==> src/rrv_pkg.sv <==
// Shared types, constants and the arctangent table of the rounded rectangle vertex generator.
package rrv_pkg;

  localparam int IN_W  = 24;   // signed position width
  localparam int SZ_W  = 23;   // unsigned size and radius width
  localparam int OUT_W = 25;   // signed output coordinate width
  localparam int CW    = 27;   // internal edge and vertex width
  localparam int UR_W  = 22;   // capped radius width

  localparam int MAX_ARC_POINTS = 32;
  localparam int IDX_W          = $clog2(MAX_ARC_POINTS);
  localparam int MIN_PTS        = 4;

  // Points per corner: 4 + floor((ur - 768) / 1344), at most 28 steps above the minimum.
  localparam logic [UR_W-1:0] MAP_LO        = UR_W'(768);
  localparam logic [UR_W-1:0] MAP_STEP      = UR_W'(1344);
  localparam logic [IDX_W-1:0] MAP_MAX_STEPS = IDX_W'(MAX_ARC_POINTS - MIN_PTS);

  localparam int CORDIC_STEPS = 20;
  localparam int STEP_W       = $clog2(CORDIC_STEPS);
  localparam int ANG_W        = 31;   // angle in unsigned Q1.30 quarter turns, at most one quarter turn
  localparam int ZW           = 33;   // CORDIC working width
  localparam int CS_W         = 32;   // stored cosine and sine width
  localparam logic signed [ZW-1:0] CORDIC_GAIN = ZW'(652032875);

  localparam int QUO_SH = 30;         // a quarter turn is 2^30
  localparam int NUM_W  = IDX_W + QUO_SH;

  typedef logic signed [CW-1:0] coord_t;

  function automatic logic signed [ZW-1:0] atan_val(input logic [STEP_W-1:0] k);
    logic signed [ZW-1:0] v;
    case (k)
      5'd0:  v = ZW'(536870912);
      5'd1:  v = ZW'(316933406);
      5'd2:  v = ZW'(167458907);
      5'd3:  v = ZW'(85004756);
      5'd4:  v = ZW'(42667331);
      5'd5:  v = ZW'(21354465);
      5'd6:  v = ZW'(10679838);
      5'd7:  v = ZW'(5340245);
      5'd8:  v = ZW'(2670163);
      5'd9:  v = ZW'(1335087);
      5'd10: v = ZW'(667544);
      5'd11: v = ZW'(333772);
      5'd12: v = ZW'(166886);
      5'd13: v = ZW'(83443);
      5'd14: v = ZW'(41722);
      5'd15: v = ZW'(20861);
      5'd16: v = ZW'(10430);
      5'd17: v = ZW'(5215);
      5'd18: v = ZW'(2608);
      5'd19: v = ZW'(1304);
      default: v = '0;
    endcase
    return v;
  endfunction

endpackage

==> src/rrv_cordic.sv <==
// Iterative rotation-mode CORDIC giving cosine and sine in Q2.30, one step per cycle.
module rrv_cordic (
  input  logic                              clk,
  input  logic                              rst_n,
  input  logic                              start,
  input  logic [rrv_pkg::ANG_W-1:0]         angle,
  output logic                              done,
  output logic signed [rrv_pkg::CS_W-1:0]   cos_q,
  output logic signed [rrv_pkg::CS_W-1:0]   sin_q
);
  import rrv_pkg::*;

  logic                    run_r;
  logic                    done_r;
  logic [STEP_W-1:0]       step_r;
  logic signed [ZW-1:0]    x_r, y_r, z_r;
  logic signed [ZW-1:0]    dx, dy, at;

  // Arithmetic shifts floor towards minus infinity, as the iteration requires.
  assign dx = y_r >>> step_r;
  assign dy = x_r >>> step_r;
  assign at = atan_val(step_r);

  always_ff @(posedge clk) begin
    if (!rst_n) begin
      run_r  <= 1'b0;
      done_r <= 1'b0;
    end else begin
      done_r <= 1'b0;
      if (start) begin
        run_r <= 1'b1;
      end else if (run_r && step_r == STEP_W'(CORDIC_STEPS - 1)) begin
        run_r  <= 1'b0;
        done_r <= 1'b1;
      end
    end
  end

  always_ff @(posedge clk) begin
    if (start) begin
      step_r <= '0;
      x_r    <= CORDIC_GAIN;
      y_r    <= '0;
      z_r    <= $signed({{(ZW-ANG_W){1'b0}}, angle});
    end else if (run_r) begin
      step_r <= step_r + 1'b1;
      if (!z_r[ZW-1]) begin
        x_r <= x_r - dx;
        y_r <= y_r + dy;
        z_r <= z_r - at;
      end else begin
        x_r <= x_r + dx;
        y_r <= y_r - dy;
        z_r <= z_r + at;
      end
    end
  end

  assign done  = done_r;
  assign cos_q = x_r[CS_W-1:0];
  assign sin_q = y_r[CS_W-1:0];

endmodule

==> config.mk <==
export PLATFORM = sky130hd
export DESIGN_NAME = rrv_cordic
export DESIGN_NICKNAME = d
export VERILOG_FILES = /design/src/rrv_pkg.sv /design/src/rrv_cordic.sv
export SDC_FILE = /design/constraint.sdc
export NUM_CORES = 1
export LEC_CHECK = 0
export BUFFER_PORTS_ARGS = -buffer_cell sky130_fd_sc_hd__buf_2
export CAP_MARGIN = 10
export CELL_PAD_IN_SITES_DETAIL_PLACEMENT = 1
export CELL_PAD_IN_SITES_GLOBAL_PLACEMENT = 2
export CORE_MARGIN = 2
export CORE_UTILIZATION = 42
export CTS_CLUSTER_DIAMETER = 100
export DETAILED_ROUTE_END_ITERATION = 10
export HOLD_SLACK_MARGIN = 0.02
export PLACE_DENSITY = 0.9
export SYNTH_ARGS = -nofsm -noshare
export SYNTH_HDL_FRONTEND = slang
export SYNTH_SLANG_ARGS = --single-unit
==> constraint.sdc <==
create_clock -name clk -period 18 [get_ports clk]
set_input_delay 2.7 -clock clk [delete_from_list [all_inputs] [get_ports clk]]
set_output_delay 2.7 -clock clk [all_outputs]
set_load 0.02 [all_outputs]
==> out/summary.txt <==
Status: finished, final reports clean
Initial antenna violation count: 0
Yosys reg bits: 136
Synth cell types: 106
# H-tree levels: 4
Final antenna-violating net count: 0
Remaining Overflow, GRT: 0
Max clock buf depth: 2
Slew HR: 21.2%
First-pass GRT wire length: 93400 um
Gate Count Post-Synth: 1983
CP max stage delay: 800 ps
Wire length per cell: 23.5 um
Hold Buf Count CTS: 0
Leakage power: 7.24 nW
Avg Inst Size Synth: 8.42 um^2
Startpoint Class: flip-flop
PD cells: 244 nW/um^2
Post-route insts no fill: 2541
Core ar.: 39500 um^2
Unrepaired setup endpoints after global routing: false
Starting Density: 42.3%
Min-delay worst type: reg -> reg
Post-Syn Area: 16700 um^2
Post-layout nets: 2148
Die H: 203 um
Largest net degree at the start of global routing: 82
Syn nets: 2128
Critical Path AT: 8140 ps
Root buf cell: clkbuf_16
Final setup fails: 0
Chip width: 203 um
Synth warn: 0
I/O pins: 99
Antenna cells: 0
Final Skew: 18.5 ps
DRT Pass-1 Iters: 6
Multi-input logic area: 12600 um^2
Critical path cell sequence: buf_4 > mux4_2 > mux2_2 > mux2i_1 > o21a_1 > ha_1 > inv_1 > a2111oi_1 > nand2_1 > nor3_4 > a21oi_1 > xor2_1 > ha_1 > a21o_1 > a21o_1 > a2111oi_0 > nor3_1 > nor3_1 > o21ai_0 > a31oi_1 > o21ai_0 > o41ai_1 > xnor2_1 > a22o_1
Max VDD drop: 103 uV
Layout cells sized above 1: 14.5%
Final hold vios: 0
CTS Buf Count: 17
Maxcap violations: 0
Post-CTS Resized: 0
DIE AREA: 41400 um^2
TritonCTS Sinks: 136
CTS tree: done
Number of global-route vias before repair: 15900
Post-synth EDFFs: 31
Min Hold Slack: 543 ps
Placed cells: 2509
Fill count: 4740
Vias/cell: 6.32
Clock-pin slew of the registers on the worst-case setup and hold paths: 80 ps
Row Count: 73
Final HPWL DP: 44500 um
CP Capture Type: flip-flop
Post-CTS setup buffer count: 0
WP data required: 18390 ps
Via count: 16100
Final min period: 7750 ps
Worst-Skew Late Latency: 510 ps
CP max-delay cell: buf_4
Fin crit share: 43.1%
Area growth syn-to-layout: 6.25%
Setup TNS: 0 ps
Slew @ Worst Pin: 1180 ps
Sequential area share after synthesis: 18.2%
Port buffer count: 98
RePlAce Congestion: 0.981
Max Fclk: 129 MHz
Reg area: 3050 um^2
Slew Limit Fails: 0
Ys flop type: dfxtp_1
1st-iter DRT viols: 1425
Asr flop ratio synth: 0%
# DRC: 0
GR Util All Layers: 29.0%
Total routed wirelength: 59800 um
CP Class: reg -> reg
Finished Core Util: 45.0%
CP max FO: 66
cell type report:
class,instances,area share (%)
Multi-Input combinational cell,1675,71.3
Clock inverter,12,0.522
Timing Repair Buffer,115,3.50
Clock buffer,20,2.58
Inverter,58,1.23
Sequential cell,136,17.2
Tap cell,525,3.70
cells in the mapped netlist, types with 16 or more instances:
cell type	count	area (um^2)
buf_1	16	60.1
and2_1	16	100
nand2b_1	21	131
nor3_1	36	180
a21oi_1	195	976
o21ai_0	111	556
ha_1	108	1350
nand2_1	157	589
nor2b_1	18	113
mux2_2	35	394
nor2_1	220	826
nand3_1	36	180
a21o_1	47	353
o22ai_1	18	113
mux4_2	60	1350
and3_1	20	125
o21bai_1	18	135
buf_6	16	180
dfxtp_1	105	2100
edfxtp_1	31	931
o21a_1	18	135
clkbuf_1	45	169
mux2i_1	76	761
xor2_1	74	648
xnor2_1	101	885
a31oi_1	30	188
a211oi_1	28	210
inv_1	54	203
metal layers:
layer	GRT usage (%)	up-vias	part of all wire (%)
met5	0	-	0
met4	11.1	0	2.8
met3	5.08	92	6.0
met2	47.2	525	47
met1	38.4	8034	44
li1	-	7414	-
per-stage QoR:
stage                     power, mW  worst slack (ps)  cell area (um^2)
after floorplan                3.14             11870             16700
after global placement         3.85             10700             17200
after detailed placement       3.93             10450             17200
after CTS                      4.32             10350             17700
after global routing           4.72              9640             17700
final                          4.32             10250             17700
registers in the layout (all words and copies together), names as in the netlist:
signal / cells
at: 30
done: 1
run_r: 1
step_r: 5
x_r: 33
y_r: 33
z_r: 33
critical path, delay by kind of cell (launching register included):
family	cells	cell delay (ps)
AND/OR/NAND/NOR	4	1030
AO/OA/AOI/OAI	11	3230
adder cells (fa/ha/maj)	2	530
flip-flops	1	710
multiplexers	3	950
XOR/XNOR	2	280
buffers and inverters	2	850
cell families (layout without fill, tap and decap cells):
family,after synthesis,in the layout,share of synthesized area (%)
buf+inv,172,205,6.10
compound gates,592,592,22.6
simple gates,606,606,17.5
fa+ha+maj,111,111,8.45
mux,190,190,17.9
xor+xnor,176,176,9.28
flops,136,136,18.2
worst paths after layout:
kind | startpoint | to | slack (ps) | depth (start not counted)
worst max-delay path | step_r[1] | y_r[31] | 10250 | 24
worst min-delay path | z_r[31] | z_r[31] | 540 | 1
worst max register to register | step_r[1] | y_r[31] | 10250 | 24
worst min register to register | z_r[31] | z_r[31] | 540 | 1
where the power goes:
part           total (mW)  switching, mW  internal (mW)
sequential          0.644          0.208          0.436
combinational        3.33           1.89           1.44
clock               0.348          0.163          0.185
total                4.32           2.27           2.06
placed cells by master (no fill, tap or decap), types with 14 or more instances in the layout:
cell       count
o21bai_1      18
a211o_1       14
buf_4         18
xnor2_1      101
nand2b_1      21
o22ai_1       18
mux4_2        60
a21o_1        47
o21ai_0      111
and2_1        16
mux4_1        14
nor2_1       220
nand3_1       36
and3_1        20
nor3_1        36
inv_1         54
mux2i_1       76
a211oi_1      28
o21a_1        18
a31oi_1       30
ha_1         108
a21oi_1      195
edfxtp_1      31
nand2_1      157
clkbuf_16     18
dfxtp_1       98
nor2b_1       18
xor2_1        74
buf_2         97
mux2_2        35
(Power assumes the default switching activity.)
