## src/rrv_pkg.sv

```systemverilog
// Shared types, constants and the arctangent table of the rounded rectangle vertex generator.
package rrv_pkg;

  localparam int IN_W  = 24;   // signed position width
  localparam int SZ_W  = 23;   // unsigned size and radius width
  localparam int OUT_W = 25;   // signed output coordinate width
  localparam int CW    = 27;   // internal edge and vertex width
  localparam int UR_W  = 22;   // capped radius width

  localparam int MAX_ARC_POINTS = 32;
  localparam int IDX_W          = $clog2(MAX_ARC_POINTS);
  localparam int MIN_PTS        = 4;

  // Points per corner: 4 + floor((ur - 768) / 1344), at most 28 steps above the minimum.
  localparam logic [UR_W-1:0] MAP_LO        = UR_W'(768);
  localparam logic [UR_W-1:0] MAP_STEP      = UR_W'(1344);
  localparam logic [IDX_W-1:0] MAP_MAX_STEPS = IDX_W'(MAX_ARC_POINTS - MIN_PTS);

  localparam int CORDIC_STEPS = 20;
  localparam int STEP_W       = $clog2(CORDIC_STEPS);
  localparam int ANG_W        = 31;   // angle in unsigned Q1.30 quarter turns, at most one quarter turn
  localparam int ZW           = 33;   // CORDIC working width
  localparam int CS_W         = 32;   // stored cosine and sine width
  localparam logic signed [ZW-1:0] CORDIC_GAIN = ZW'(652032875);

  localparam int QUO_SH = 30;         // a quarter turn is 2^30
  localparam int NUM_W  = IDX_W + QUO_SH;

  typedef logic signed [CW-1:0] coord_t;

  function automatic logic signed [ZW-1:0] atan_val(input logic [STEP_W-1:0] k);
    logic signed [ZW-1:0] v;
    case (k)
      5'd0:  v = ZW'(536870912);
      5'd1:  v = ZW'(316933406);
      5'd2:  v = ZW'(167458907);
      5'd3:  v = ZW'(85004756);
      5'd4:  v = ZW'(42667331);
      5'd5:  v = ZW'(21354465);
      5'd6:  v = ZW'(10679838);
      5'd7:  v = ZW'(5340245);
      5'd8:  v = ZW'(2670163);
      5'd9:  v = ZW'(1335087);
      5'd10: v = ZW'(667544);
      5'd11: v = ZW'(333772);
      5'd12: v = ZW'(166886);
      5'd13: v = ZW'(83443);
      5'd14: v = ZW'(41722);
      5'd15: v = ZW'(20861);
      5'd16: v = ZW'(10430);
      5'd17: v = ZW'(5215);
      5'd18: v = ZW'(2608);
      5'd19: v = ZW'(1304);
      default: v = '0;
    endcase
    return v;
  endfunction

endpackage

```

## src/rrv_div.sv

```systemverilog
// Restoring divider, one quotient bit per cycle, for the arc point angles.
module rrv_div (
  input  logic                        clk,
  input  logic                        rst_n,
  input  logic                        start,
  input  logic [rrv_pkg::NUM_W-1:0]   num,
  input  logic [rrv_pkg::IDX_W-1:0]   den,
  output logic                        done,
  output logic [rrv_pkg::ANG_W-1:0]   quo
);
  import rrv_pkg::*;

  localparam int CNT_W = $clog2(NUM_W);

  logic              run_r;
  logic              done_r;
  logic [CNT_W-1:0]  cnt_r;
  logic [IDX_W-1:0]  rem_r;
  logic [NUM_W-1:0]  nq_r;
  logic [IDX_W:0]    trial;
  logic              qbit;

  assign trial = {rem_r, nq_r[NUM_W-1]};
  assign qbit  = (trial >= {1'b0, den});

  always_ff @(posedge clk) begin
    if (!rst_n) begin
      run_r  <= 1'b0;
      done_r <= 1'b0;
    end else begin
      done_r <= 1'b0;
      if (start) begin
        run_r <= 1'b1;
      end else if (run_r && cnt_r == CNT_W'(NUM_W - 1)) begin
        run_r  <= 1'b0;
        done_r <= 1'b1;
      end
    end
  end

  always_ff @(posedge clk) begin
    if (start) begin
      cnt_r <= '0;
      rem_r <= '0;
      nq_r  <= num;
    end else if (run_r) begin
      cnt_r <= cnt_r + 1'b1;
      if (qbit) begin
        rem_r <= IDX_W'(trial - {1'b0, den});
      end else begin
        rem_r <= trial[IDX_W-1:0];
      end
      nq_r <= {nq_r[NUM_W-2:0], qbit};
    end
  end

  assign done = done_r;
  assign quo  = nq_r[ANG_W-1:0];

endmodule

```

## config.mk

```make
export PLATFORM = sky130hd
export DESIGN_NAME = rrv_div
export DESIGN_NICKNAME = d
export VERILOG_FILES = /design/src/rrv_pkg.sv /design/src/rrv_div.sv
export SDC_FILE = /design/constraint.sdc
export NUM_CORES = 1
export LEC_CHECK = 0
export ABC_AREA = 1
export BUFFER_PORTS_ARGS = -buffer_cell sky130_fd_sc_hd__buf_4
export CORE_UTILIZATION = 51
export CTS_CLUSTER_DIAMETER = 120
export CTS_CLUSTER_SIZE = 8
export DETAILED_ROUTE_END_ITERATION = 8
export PLACE_DENSITY = 0.79
export SLEW_MARGIN = 20
export SYNTH_ARGS = -nofsm -noshare
export SYNTH_HDL_FRONTEND = slang
export SYNTH_SLANG_ARGS = --single-unit
```

## constraint.sdc

```tcl
create_clock -name clk -period 2.2 [get_ports clk]
set_clock_uncertainty 0.05 [all_clocks]
set_input_delay 0.44 -clock clk [delete_from_list [all_inputs] [get_ports clk]]
set_output_delay 0.44 -clock clk [all_outputs]
set_load 0.03 [all_outputs]
```

==> load_flow_metrics.sql, run 1 <==
INSERT INTO impl_metrics (metric_group, metric, value, unit) VALUES
('clocking', 'post_cts_buffers', '0', ''),
('logic_synthesis', 'netlist_instances', '294', ''),
('global_route', 'grt_overflow', '0', ''),
('worst_setup_path', 'critical_path_start_type', 'flip-flop', ''),
('routing', 'drt-total-wl', '4800', 'µm'),
('flow_run', 'cap_viol_max_count', '0', ''),
('placed_design', 'placedInstanceArea', '2930', 'µm²'),
('worst_setup_path', 'worst_path_largest_cell_delay', '0.39', 'ns'),
('sta', 'worst_pin_slew', '0.363', 'ns'),
('worst_setup_path', 'reg2regPathDepth', '8', ''),
('power_and_ir_drop', 'power_per_cell_area', '733', 'nW/µm²'),
('sta', 'report.final.setup_viol', '0', ''),
('power_and_ir_drop', 'power.share.switching', '0.277', ''),
('clocking', 'cts_sinks', '48', ''),
('routing', 'detailedRoute.firstPassIterationCount', '4', ''),
('logic_synthesis', 'yosysMostFrequentCell', 'sky130_fd_sc_hd__nand2_1', ''),
('clocking', 'tritoncts_clock_tree', 'yes', ''),
('power_and_ir_drop', 'internal_power', '0.00161', 'W'),
('worst_setup_path', 'critical_path_buf_inv_count', '2', ''),
('sta', 'min_period_over_period', '0.810', ''),
('sta', 'setup_slack', '0.418', 'ns'),
('logic_synthesis', 'synth_area_per_cell', '8.58', 'µm²'),
('clocking', 'ctsHoldBuffers', '0', ''),
('sta', 'grt_setup_unrepaired', 'no', ''),
('placed_design', 'pre_cts_setup_slack', '0.387', 'ns'),
('worst_setup_path', 'critPathMaxFanout', '7', ''),
('min_path', 'worstHoldStart', 'rst_n', ''),
('logic_synthesis', 'yosys_register_bits', '48', ''),
('final_layout', 'final_core_util', '0.639', ''),
('worst_setup_path', 'worst-r2r-setup-slack', '0.42', 'ns'),
('worst_setup_path', 'timing_worst_setup_path_type', 'reg2reg', ''),
('final_layout', 'antenna_cells_inserted', '0', ''),
('worst_setup_path', 'worstPathCellList', 'inv_1 > ha_1 > inv_1 > fa_1 > nand2_1 > nand2_1 > nand3_4 > a31oi_1', ''),
('final_layout', 'area_growth_syn_to_layout', '20.4', '%'),
('floorplanning', 'floorplan.die_area', '5230', 'µm²'),
('floorplanning', 'coreArea', '4750', 'µm²'),
('min_path', 'min_delay_path_depth', '3', ''),
('final_layout', 'post_route_cells_drive_above_1_share', '0.275', ''),
('logic_synthesis', 'post_synth_edffs', '35', ''),
('floorplanning', 'io_pins', '75', ''),
('worst_setup_path', 'worstReg2RegEnd', 'nq_r[0]$_DFFE_PP_', ''),
('sta', 'hold_viol_final', '0', ''),
('floorplanning', 'fp-row-count', '25', ''),
('power_and_ir_drop', 'pwr-share-clk', '0.274', ''),
('clocking', 'clock_latency', '0.29', 'ns'),
('clocking', 'numCtsBuffers', '5', ''),
('logic_synthesis', 'synthDominantAreaCellType', 'sky130_fd_sc_hd__edfxtp_1', ''),
('placed_design', 'portBuffers', '74', ''),
('global_route', 'antenna_found_initial', '0', ''),
('logic_synthesis', 'yosys_warnings', '0', ''),
('global_route', 'first_global_vias', '1781', ''),
('logic_synthesis', 'post_synth_num_cell_types', '27', ''),
('floorplanning', 'die_y', '72.3', 'µm'),
('final_layout', 'final_design_area_no_fill', '3040', 'µm²'),
('power_and_ir_drop', 'seq_power_share', '0.501', ''),
('routing', 'average_wire_per_standard_cell', '11.7', 'µm'),
('min_path', 'hold_path.class', 'in2reg', ''),
('routing', 'residual_antenna_violating_net_count_after_detailed_routing', '0', ''),
('routing', 'drc_errors', '0', ''),
('worst_setup_path', 'path_delay_family', 'adder cells', ''),
('global_route', 'grt_first_pass_wirelength', '7760', 'µm'),
('clocking', 'cts_htree_levels', '2', ''),
('worst_setup_path', 'setup.worst_path.end_class', 'flip-flop', ''),
('routing', 'vias', '1948', ''),
('floorplanning', 'initial_core_util', '0.531', ''),
('clocking', 'number_of_buffers_on_the_longest_clock_path', '2', ''),
('min_path', 'sink_of_the_worst_hold_path', 'run_r$_SDFFE_PN0P_', ''),
('sta', 'max_freq', '0.561', 'GHz'),
('logic_synthesis', 'synthesis.nets', '345', ''),
('status', 'outcome', 'complete, no violations', ''),
('routing', 'drt_first_iter_violations', '67', '');
area by class of cell:
class	count	area (µm²)
inverters	21	83.8
clock buffers	7	76.3
fillers	419	1720
well taps	67	83.8
multi-input cells	186	860
clock inverters	1	30.0
flip-flops and latches	48	1310
repair buffers	79	593
metrics by stage:
stage	hold slack, ns	std cells	power, W
after floorplan	0.377	294	0.00151
after global placement	0.395	401	0.00163
after detailed placement	0.420	401	0.00164
after CTS	0.333	409	0.00225
after global routing	0.335	409	0.00234
final	0.345	409	0.00223
per-layer routing:
metal | share of wire | track usage | routed length (µm) | vias up
met5 | 0 | 0 | 0 | -
met4 | 0.011 | 0.0610 | 52 | 0
met3 | 0.056 | 0.0417 | 269 | 6
met2 | 0.48 | 0.331 | 2320 | 59
met1 | 0.45 | 0.239 | 2160 | 888
li1 | - | - | - | 995
registers in the layout, summed over array words and instances (netlist names):
name   count
rem_r      5
nq_r      35
run_r      1
cnt_r      6
done       1
how the worst max path moves through the flow:
stage,from,endpoint,cells past startpoint
final,nq_r[34]$_DFFE_PP_,nq_r[0]$_DFFE_PP_,8
after global routing,nq_r[34]$_DFFE_PP_,rem_r[2]$_SDFFE_PP0P_,10
after CTS,nq_r[34]$_DFFE_PP_,nq_r[0]$_DFFE_PP_,8
after detailed placement,den[0],nq_r[0]$_DFFE_PP_,8
after global placement,den[0],nq_r[0]$_DFFE_PP_,8
after floorplan,den[0],nq_r[0]$_DFFE_PP_,7
worst min-delay path: stages:
cell	delay (ns)
sky130_fd_sc_hd__buf_4	0.08
sky130_fd_sc_hd__o211ai_1	0.08
sky130_fd_sc_hd__inv_1	0.05
cells by family (layout without fill, tap and decap cells):
group,count (synthesis),in the layout,synth area share
compound gates,11,11,0.0233
fa+ha+maj,8,8,0.0426
simple gates,166,166,0.271
buf+inv,60,108,0.140
xor+xnor,1,1,0.00347
flops,48,48,0.520
power groups by stage:
stage	clock network, W	registers (W)	logic, W
2_1_floorplan	0	0.00112	0.000393
3_3_place_gp	0	0.00113	0.000495
3_5_place_dp	0	0.00114	0.000505
4_1_cts	0.000627	0.00112	0.000506
5_1_grt	0.000663	0.00113	0.000550
6_report	0.000610	0.00112	0.000501
placed cells by master (no fill, tap or decap):
master	instances
sky130_fd_sc_hd__buf_4	79
sky130_fd_sc_hd__o21ai_1	2
sky130_fd_sc_hd__ha_1	7
sky130_fd_sc_hd__clkbuf_8	5
sky130_fd_sc_hd__nor2_2	2
sky130_fd_sc_hd__nand3_1	13
sky130_fd_sc_hd__a31oi_1	1
sky130_fd_sc_hd__clkinv_4	1
sky130_fd_sc_hd__nor2_1	8
sky130_fd_sc_hd__o211ai_1	1
sky130_fd_sc_hd__clkinv_1	1
sky130_fd_sc_hd__nor2_4	1
sky130_fd_sc_hd__clkbuf_1	2
sky130_fd_sc_hd__nand2_4	1
sky130_fd_sc_hd__a21oi_1	5
sky130_fd_sc_hd__nor3_1	3
sky130_fd_sc_hd__inv_2	2
sky130_fd_sc_hd__fa_1	1
sky130_fd_sc_hd__xnor2_1	1
sky130_fd_sc_hd__nand3_4	1
sky130_fd_sc_hd__inv_1	17
sky130_fd_sc_hd__dfxtp_1	13
sky130_fd_sc_hd__edfxtp_1	35
sky130_fd_sc_hd__o21ai_0	2
sky130_fd_sc_hd__or2_4	1
sky130_fd_sc_hd__bufinv_16	1
sky130_fd_sc_hd__or2_1	1
sky130_fd_sc_hd__nand2_1	135
Note: power is estimated with default switching activity, not from simulation.
==> run 2: changes to the inputs <==
--- a/config.mk
+++ b/config.mk
@@ -7,11 +7,11 @@
 export LEC_CHECK = 0
 export ABC_AREA = 1
 export BUFFER_PORTS_ARGS = -buffer_cell sky130_fd_sc_hd__buf_4
-export CORE_UTILIZATION = 51
+export CORE_UTILIZATION = 46
 export CTS_CLUSTER_DIAMETER = 120
 export CTS_CLUSTER_SIZE = 8
 export DETAILED_ROUTE_END_ITERATION = 8
-export PLACE_DENSITY = 0.79
+export PLACE_DENSITY = 0.75
 export SLEW_MARGIN = 20
 export SYNTH_ARGS = -nofsm -noshare
 export SYNTH_HDL_FRONTEND = slang
==> constraint.sdc (replaced) <==
create_clock -name clk -period 1.5 [get_ports clk]
set_clock_uncertainty 0.05 [all_clocks]
set_input_delay 0.3 -clock clk [delete_from_list [all_inputs] [get_ports clk]]
set_output_delay 0.3 -clock clk [all_outputs]
set_load 0.03 [all_outputs]
==> run 2 against run 1 <==
Compared with the run above: the flow now finishes with violations (negative setup slack); core utilization fell by 2.7 points; critical path depth is 2 higher; register-to-register slack worse by 0.57 ns; non-clock buffer count grew 11; design area up 4.9%; via count is 0.36% higher; final cell count rose by 3.4%; critical path type unchanged; critical endpoint is now rem_r[2]$_SDFFE_PP0P_.
==> load_flow_metrics.sql, run 2 (same netlist as run 1, synthesis figures left out) <==
INSERT INTO impl_metrics (metric_group, metric, value, unit) VALUES
('sta', 'worst_pin_slew', '0.296', 'ns'),
('floorplanning', 'coreArea', '5200', 'µm²'),
('placed_design', 'placedInstanceArea', '2990', 'µm²'),
('floorplanning', 'die_y', '76.1', 'µm'),
('routing', 'residual_antenna_violating_net_count_after_detailed_routing', '0', ''),
('placed_design', 'place.gp.congestion', '0.795', ''),
('sta', 'pins_over_slew_limit', '0', ''),
('routing', 'vias', '1955', ''),
('final_layout', 'filler_cell_count', '470', ''),
('clocking', 'clk_root_buffer_cell', 'sky130_fd_sc_hd__clkbuf_8', ''),
('floorplanning', 'io_pins', '75', ''),
('routing', 'drt_first_iter_violations', '72', ''),
('clocking', 'cts_htree_levels', '2', ''),
('sta', 'setup_slack', '-0.153', 'ns'),
('placed_design', 'placed_cells', '409', ''),
('worst_setup_path', 'worst-r2r-setup-slack', '-0.15', 'ns'),
('sta', 'max_slew_margin', '0.802', ''),
('global_route', 'largest_net_degree_at_the_start_of_global_routing', '37', ''),
('power_and_ir_drop', 'p_leak', '1.58', 'nW'),
('placed_design', 'portBuffers', '74', ''),
('clocking', 'clock_latency', '0.30', 'ns'),
('floorplanning', 'floorplan.die_area', '5790', 'µm²'),
('floorplanning', 'initial_core_util', '0.485', ''),
('final_layout', 'antenna_cells_inserted', '0', ''),
('final_layout', 'final_design_area_no_fill', '3190', 'µm²'),
('floorplanning', 'die_width', '76.1', 'µm'),
('final_layout', 'layout_net_count', '403', ''),
('sta', 'fin_crit', '1.65', 'ns'),
('clocking', 'cts_sinks', '48', ''),
('final_layout', 'final_cell_count_no_fill', '423', ''),
('final_layout', 'area_growth_syn_to_layout', '26.2', '%'),
('routing', 'vias_per_cell', '4.62', ''),
('final_layout', 'registers_with_the_most_flip_flops', 'nq_r x35, cnt_r x6, rem_r x5', ''),
('final_layout', 'most_used_cells_in_the_layout_excluding_fill_and_tap_cells', 'sky130_fd_sc_hd__nand2_1 (131), sky130_fd_sc_hd__buf_4 (89), sky130_fd_sc_hd__edfxtp_1 (35), sky130_fd_sc_hd__inv_1 (15), sky130_fd_sc_hd__dfxtp_1 (13)', ''),
('worst_setup_path', 'setup.worst_path.end_class', 'flip-flop', ''),
('routing', 'drt-total-wl', '4850', 'µm'),
('status', 'outcome', 'complete, but fails checks', ''),
('final_layout', 'post_route_cells_drive_above_1_share', '0.334', ''),
('worst_setup_path', 'critical_path_start_type', 'flip-flop', ''),
('clocking', 'numCtsBuffers', '5', ''),
('clocking', 'number_of_buffers_on_the_longest_clock_path', '2', ''),
('routing', 'detailedRoute.firstPassIterationCount', '6', ''),
('clocking', 'tritoncts_clock_tree', 'yes', ''),
('sta', 'max_freq', '0.605', 'GHz'),
('power_and_ir_drop', 'ir_worst_vdd', '398', 'µV'),
('global_route', 'first_global_vias', '1920', ''),
('global_route', 'antenna_found_initial', '0', ''),
('sta', 'hold_viol_final', '0', ''),
('global_route', 'grt_first_pass_wirelength', '8250', 'µm'),
('global_route', 'grt_overflow', '0', ''),
('final_layout', 'final_common_cell', 'sky130_fd_sc_hd__nand2_1', ''),
('worst_setup_path', 'worst_ep_arrival_time', '1.80', 'ns'),
('sta', 'grt_setup_unrepaired', 'yes', ''),
('final_layout', 'final_core_util', '0.612', ''),
('final_layout', 'max_flop_register', 'nq_r', ''),
('sta', 'report.final.setup_viol', '6', ''),
('placed_design', 'pre_cts_setup_slack', '-0.161', 'ns'),
('global_route', 'gr-usage-all-layers', '0.176', ''),
('worst_setup_path', 'worstPathRequired', '1.65', 'ns'),
('worst_setup_path', 'timing_worst_setup_path_type', 'reg2reg', ''),
('routing', 'drc_errors', '0', ''),
('min_path', 'hold_path.class', 'in2reg', ''),
('floorplanning', 'fp-row-count', '26', ''),
('flow_run', 'cap_viol_max_count', '0', ''),
('clocking', 'clk_pin_slew_worst_paths', '0.09', 'ns'),
('sta', 'worst_hold_slack', '0.183', 'ns'),
('placed_design', 'hpwl_dp', '3410', 'µm'),
('status', 'violations_in_the_final_reports', 'negative setup slack', ''),
('power_and_ir_drop', 'power_per_cell_area', '1060', 'nW/µm²'),
('final_layout', 'largest_reg_flops', '35', ''),
('routing', 'average_wire_per_standard_cell', '11.5', 'µm'),
('worst_setup_path', 'critPathMaxFanout', '7', ''),
('sta', 'min_period_over_period', '1.10', '');
## run 2: layout make-up
type                       count  area, µm²  share of cell area
clock inverter                 3       46.3              0.0145
tap                           70       87.6              0.0275
inverter                      21       83.8              0.0263
clock buffer                   5       68.8              0.0216
sequential                    48       1310               0.412
multi-input combinational    186        900               0.282
timing repair buffer          90        688               0.216
## run 2: worst paths after layout
kind / from / to / cells after the start
min reg2reg: rem_r[4]$_SDFFE_PP0P_ / rem_r[4]$_SDFFE_PP0P_ / 2
min: rst_n / run_r$_SDFFE_PN0P_ / 3
max reg2reg: nq_r[34]$_DFFE_PP_ / rem_r[2]$_SDFFE_PP0P_ / 10
max: nq_r[34]$_DFFE_PP_ / rem_r[2]$_SDFFE_PP0P_ / 10
## run 2: where the power goes
part           internal (W)  switching [W]
clock network      0.000502       0.000438
registers           0.00157      0.0000695
logic              0.000347       0.000463
total               0.00242       0.000971
## run 2: critical path, cell delays in order (launching register included)
cell and delay [ns]:
sky130_fd_sc_hd__edfxtp_1 0.41, sky130_fd_sc_hd__inv_2 0.09, sky130_fd_sc_hd__ha_4 0.12, sky130_fd_sc_hd__inv_2 0.04, sky130_fd_sc_hd__fa_2 0.34, sky130_fd_sc_hd__nand2_2 0.07, sky130_fd_sc_hd__nand2_2 0.07, sky130_fd_sc_hd__nand3_4 0.12
sky130_fd_sc_hd__nand3_1 0.09, sky130_fd_sc_hd__nand3_1 0.10, sky130_fd_sc_hd__nand2_1 0.06
## run 2: timing repair
item	CTS	global route
setup endpoints to repair	6	6
pin swaps	2	5
gates cloned	0	0
hold buffers	0	0
buffers inserted	5	1
resized for setup	5	5
## run 2: routing by layer
metal,vias up,GRT usage,part of all wire
met5,-,0,0
met4,0,0.0635,0.0080
met3,5,0.0323,0.056
met2,60,0.305,0.49
met1,874,0.220,0.45
li1,1016,-,-
## run 2: through the flow
stage | total power, W | TNS (ns)
after floorplan | 0.00222 | -0.172
after CTS | 0.00339 | -0.765
final | 0.00339 | -0.798
after global placement | 0.00242 | -0.432
after global routing | 0.00355 | -1.32
after detailed placement | 0.00243 | -0.890
==> run 3: changes to the inputs <==
--- a/config.mk
+++ b/config.mk
@@ -7,11 +7,13 @@
 export LEC_CHECK = 0
 export ABC_AREA = 1
 export BUFFER_PORTS_ARGS = -buffer_cell sky130_fd_sc_hd__buf_4
-export CORE_UTILIZATION = 46
+export CELL_PAD_IN_SITES_DETAIL_PLACEMENT = 0
+export CELL_PAD_IN_SITES_GLOBAL_PLACEMENT = 1
+export CORE_UTILIZATION = 34
 export CTS_CLUSTER_DIAMETER = 120
 export CTS_CLUSTER_SIZE = 8
 export DETAILED_ROUTE_END_ITERATION = 8
-export PLACE_DENSITY = 0.75
+export PLACE_DENSITY_LB_ADDON = 0.1
 export SLEW_MARGIN = 20
 export SYNTH_ARGS = -nofsm -noshare
 export SYNTH_HDL_FRONTEND = slang
==> run 3 against run 2 <==
Compared with the run above: the run still ends with negative setup slack left; maximum frequency fell by 1.1%; clock power fell by 18%; register-to-register slack got worse by 0.02 ns; clock-buffer cell count stayed put; final cell count is 7.3% higher; first-iteration DRC count fell by 40%; routed wire length grew 2.6%; non-clock buffer count up 2; setup slack got worse by 0.018 ns; global-route usage down 4.2 points; design area up 1.9%; critical path type unchanged; largest power group unchanged; highest routed layer unchanged.
==> load_flow_metrics.sql, run 3 (same netlist as run 1, synthesis figures left out) <==
INSERT INTO impl_metrics (metric_group, metric, value, unit) VALUES
('status', 'outcome', 'complete, but fails checks', ''),
('status', 'violations_in_the_final_reports', 'negative setup slack', ''),
('clocking', 'numCtsBuffers', '5', ''),
('placed_design', 'place.gp.congestion', '0.735', ''),
('floorplanning', 'floorplan.die_area', '7770', 'µm²'),
('final_layout', 'antenna_cells_inserted', '0', ''),
('routing', 'drc_errors', '0', ''),
('power_and_ir_drop', 'seq_power_share', '0.505', ''),
('sta', 'pins_over_slew_limit', '0', ''),
('power_and_ir_drop', 'ir_worst_vdd', '442', 'µV'),
('final_layout', 'max_flop_register', 'nq_r', ''),
('global_route', 'grt_first_pass_wirelength', '7990', 'µm'),
('worst_setup_path', 'timing_worst_setup_path_type', 'reg2reg', ''),
('flow_run', 'cap_viol_max_count', '0', ''),
('sta', 'min_period_over_period', '1.11', ''),
('floorplanning', 'die_y', '88.2', 'µm'),
('final_layout', 'registers_with_the_most_flip_flops', 'nq_r x35, cnt_r x6, rem_r x5', ''),
('routing', 'vias', '1897', ''),
('clocking', 'clk_root_buffer_cell', 'sky130_fd_sc_hd__clkbuf_8', ''),
('routing', 'detailedRoute.firstPassIterationCount', '5', ''),
('routing', 'vias_per_cell', '4.18', ''),
('sta', 'grt_setup_unrepaired', 'yes', ''),
('floorplanning', 'die_width', '88.2', 'µm'),
('final_layout', 'final_core_util', '0.450', ''),
('power_and_ir_drop', 'pwr-share-clk', '0.238', ''),
('clocking', 'clock_latency', '0.30', 'ns'),
('global_route', 'gr-usage-all-layers', '0.134', ''),
('sta', 'max_slew_margin', '0.838', ''),
('power_and_ir_drop', 'internal_power', '0.00226', 'W'),
('routing', 'drt_first_iter_violations', '43', ''),
('floorplanning', 'fp-row-count', '31', ''),
('floorplanning', 'initial_core_util', '0.350', ''),
('global_route', 'largest_net_degree_at_the_start_of_global_routing', '20', ''),
('final_layout', 'final_cell_count_no_fill', '454', ''),
('power_and_ir_drop', 'p_leak', '1.59', 'nW'),
('sta', 'report.final.setup_viol', '6', ''),
('worst_setup_path', 'critPathMaxFanout', '7', ''),
('routing', 'residual_antenna_violating_net_count_after_detailed_routing', '0', ''),
('min_path', 'hold_path.class', 'in2reg', ''),
('power_and_ir_drop', 'power_frac_comb', '0.257', ''),
('sta', 'worst_pin_slew', '0.242', 'ns'),
('clocking', 'tritoncts_clock_tree', 'yes', ''),
('routing', 'average_wire_per_standard_cell', '11.0', 'µm'),
('worst_setup_path', 'worst_ep_arrival_time', '1.66', 'ns'),
('routing', 'drt-total-wl', '4970', 'µm'),
('power_and_ir_drop', 'power_per_cell_area', '996', 'nW/µm²'),
('clocking', 'number_of_buffers_on_the_longest_clock_path', '2', ''),
('worst_setup_path', 'critical_path_start_type', 'flip-flop', ''),
('placed_design', 'portBuffers', '74', ''),
('global_route', 'antenna_found_initial', '0', ''),
('final_layout', 'most_used_cells_in_the_layout_excluding_fill_and_tap_cells', 'sky130_fd_sc_hd__nand2_1 (131), sky130_fd_sc_hd__buf_4 (89), sky130_fd_sc_hd__edfxtp_1 (35), sky130_fd_sc_hd__inv_1 (15), sky130_fd_sc_hd__dfxtp_1 (13)', ''),
('global_route', 'grt_overflow', '0', ''),
('final_layout', 'area_growth_syn_to_layout', '28.7', '%'),
('global_route', 'first_global_vias', '1745', ''),
('clocking', 'ctsHoldBuffers', '0', ''),
('sta', 'fin_tns_setup', '-0.810', 'ns'),
('final_layout', 'final_common_cell', 'sky130_fd_sc_hd__nand2_1', ''),
('clocking', 'cts_htree_levels', '2', ''),
('power_and_ir_drop', 'report.power.total', '0.00323', 'W'),
('final_layout', 'post_route_cells_drive_above_1_share', '0.346', ''),
('clocking', 'clk_pin_slew_worst_paths', '0.09', 'ns'),
('sta', 'worst_hold_slack', '0.189', 'ns'),
('final_layout', 'largest_reg_flops', '35', ''),
('sta', 'hold_viol_final', '0', ''),
('final_layout', 'layout_net_count', '405', ''),
('sta', 'max_freq', '0.599', 'GHz'),
('placed_design', 'placed_cells', '441', ''),
('placed_design', 'hpwl_dp', '3600', 'µm'),
('floorplanning', 'coreArea', '7210', 'µm²'),
('power_and_ir_drop', 'power.share.switching', '0.302', ''),
('worst_setup_path', 'worstPathRequired', '1.49', 'ns'),
('sta', 'fin_crit', '1.67', 'ns'),
('worst_setup_path', 'setup.worst_path.end_class', 'flip-flop', ''),
('floorplanning', 'io_pins', '75', ''),
('sta', 'setup_slack', '-0.171', 'ns'),
('power_and_ir_drop', 'net-switching-power', '0.000977', 'W'),
('clocking', 'cts_sinks', '48', '');
-- run 3: cell types whose count changed in the layout (fill, tap and decap cells not counted), sizes merged --
cell      delta
buf          +2
clkinv       +2
bufinv       -1
clkinvlp     -1
-- run 3: layout make-up --
cell class / count / area, µm²
Multi-Input combinational cell: 186 / 922
Clock inverter: 3 / 17.5
Sequential cell: 48 / 1310
Inverter: 21 / 83.8
Tap cell: 99 / 124
Timing Repair Buffer: 92 / 719
Fill cell: 741 / 3970
Clock buffer: 5 / 68.8
-- run 3: routing by layer --
| metal | vias to the layer above | wire, µm | global-route usage |
|---|---|---|---|
| li1 | 1020 | - | - |
| met1 | 832 | 2330 | 0.173 |
| met2 | 43 | 2320 | 0.221 |
| met3 | 2 | 287 | 0.0273 |
| met4 | 0 | 31 | 0.0528 |
| met5 | - | 0 | 0 |
-- run 3: repair_timing --
action,in CTS,in global routing
buffers inserted,4,1
gates resized for setup,10,5
pin swaps,6,7
setup endpoints to repair,6,6
-- run 3: per-stage QoR --
step | worst slack [ns] | area [µm²]
final | -0.171 | 3250
after global routing | -0.240 | 3250
after CTS | -0.154 | 3220
after detailed placement | -0.147 | 3060
after global placement | -0.118 | 3060
after floorplan | -0.0615 | 2530
-- run 3: power groups by stage --
stage	Combinational (W)	Clock, W	Sequential, W
floorplan	0.000579	0	0.00164
global placement	0.000785	0	0.00166
detailed placement	0.000783	0	0.00166
CTS	0.000825	0.000811	0.00164
global route	0.000916	0.000851	0.00165
finish	0.000830	0.000770	0.00163
-- run 3: worst max-delay path: stages, from the launching register on --
cell                       delay [ns]
sky130_fd_sc_hd__edfxtp_1        0.40
sky130_fd_sc_hd__inv_2           0.09
sky130_fd_sc_hd__ha_4            0.12
sky130_fd_sc_hd__inv_2           0.04
sky130_fd_sc_hd__fa_2            0.35
sky130_fd_sc_hd__nand2_2         0.07
sky130_fd_sc_hd__nand2_2         0.07
sky130_fd_sc_hd__nand3_4         0.12
sky130_fd_sc_hd__a31oi_1         0.10
-- run 3: final timing paths --
kind / from / endpoint / slack, ns / depth (start not counted)
worst max register to register: nq_r[34]$_DFFE_PP_ / nq_r[0]$_DFFE_PP_ / -0.17 / 8
worst min register to register: rem_r[4]$_SDFFE_PP0P_ / rem_r[4]$_SDFFE_PP0P_ / 0.41 / 2
worst min-delay path: rst_n / run_r$_SDFFE_PN0P_ / 0.19 / 3
worst max-delay path: nq_r[34]$_DFFE_PP_ / nq_r[0]$_DFFE_PP_ / -0.17 / 8
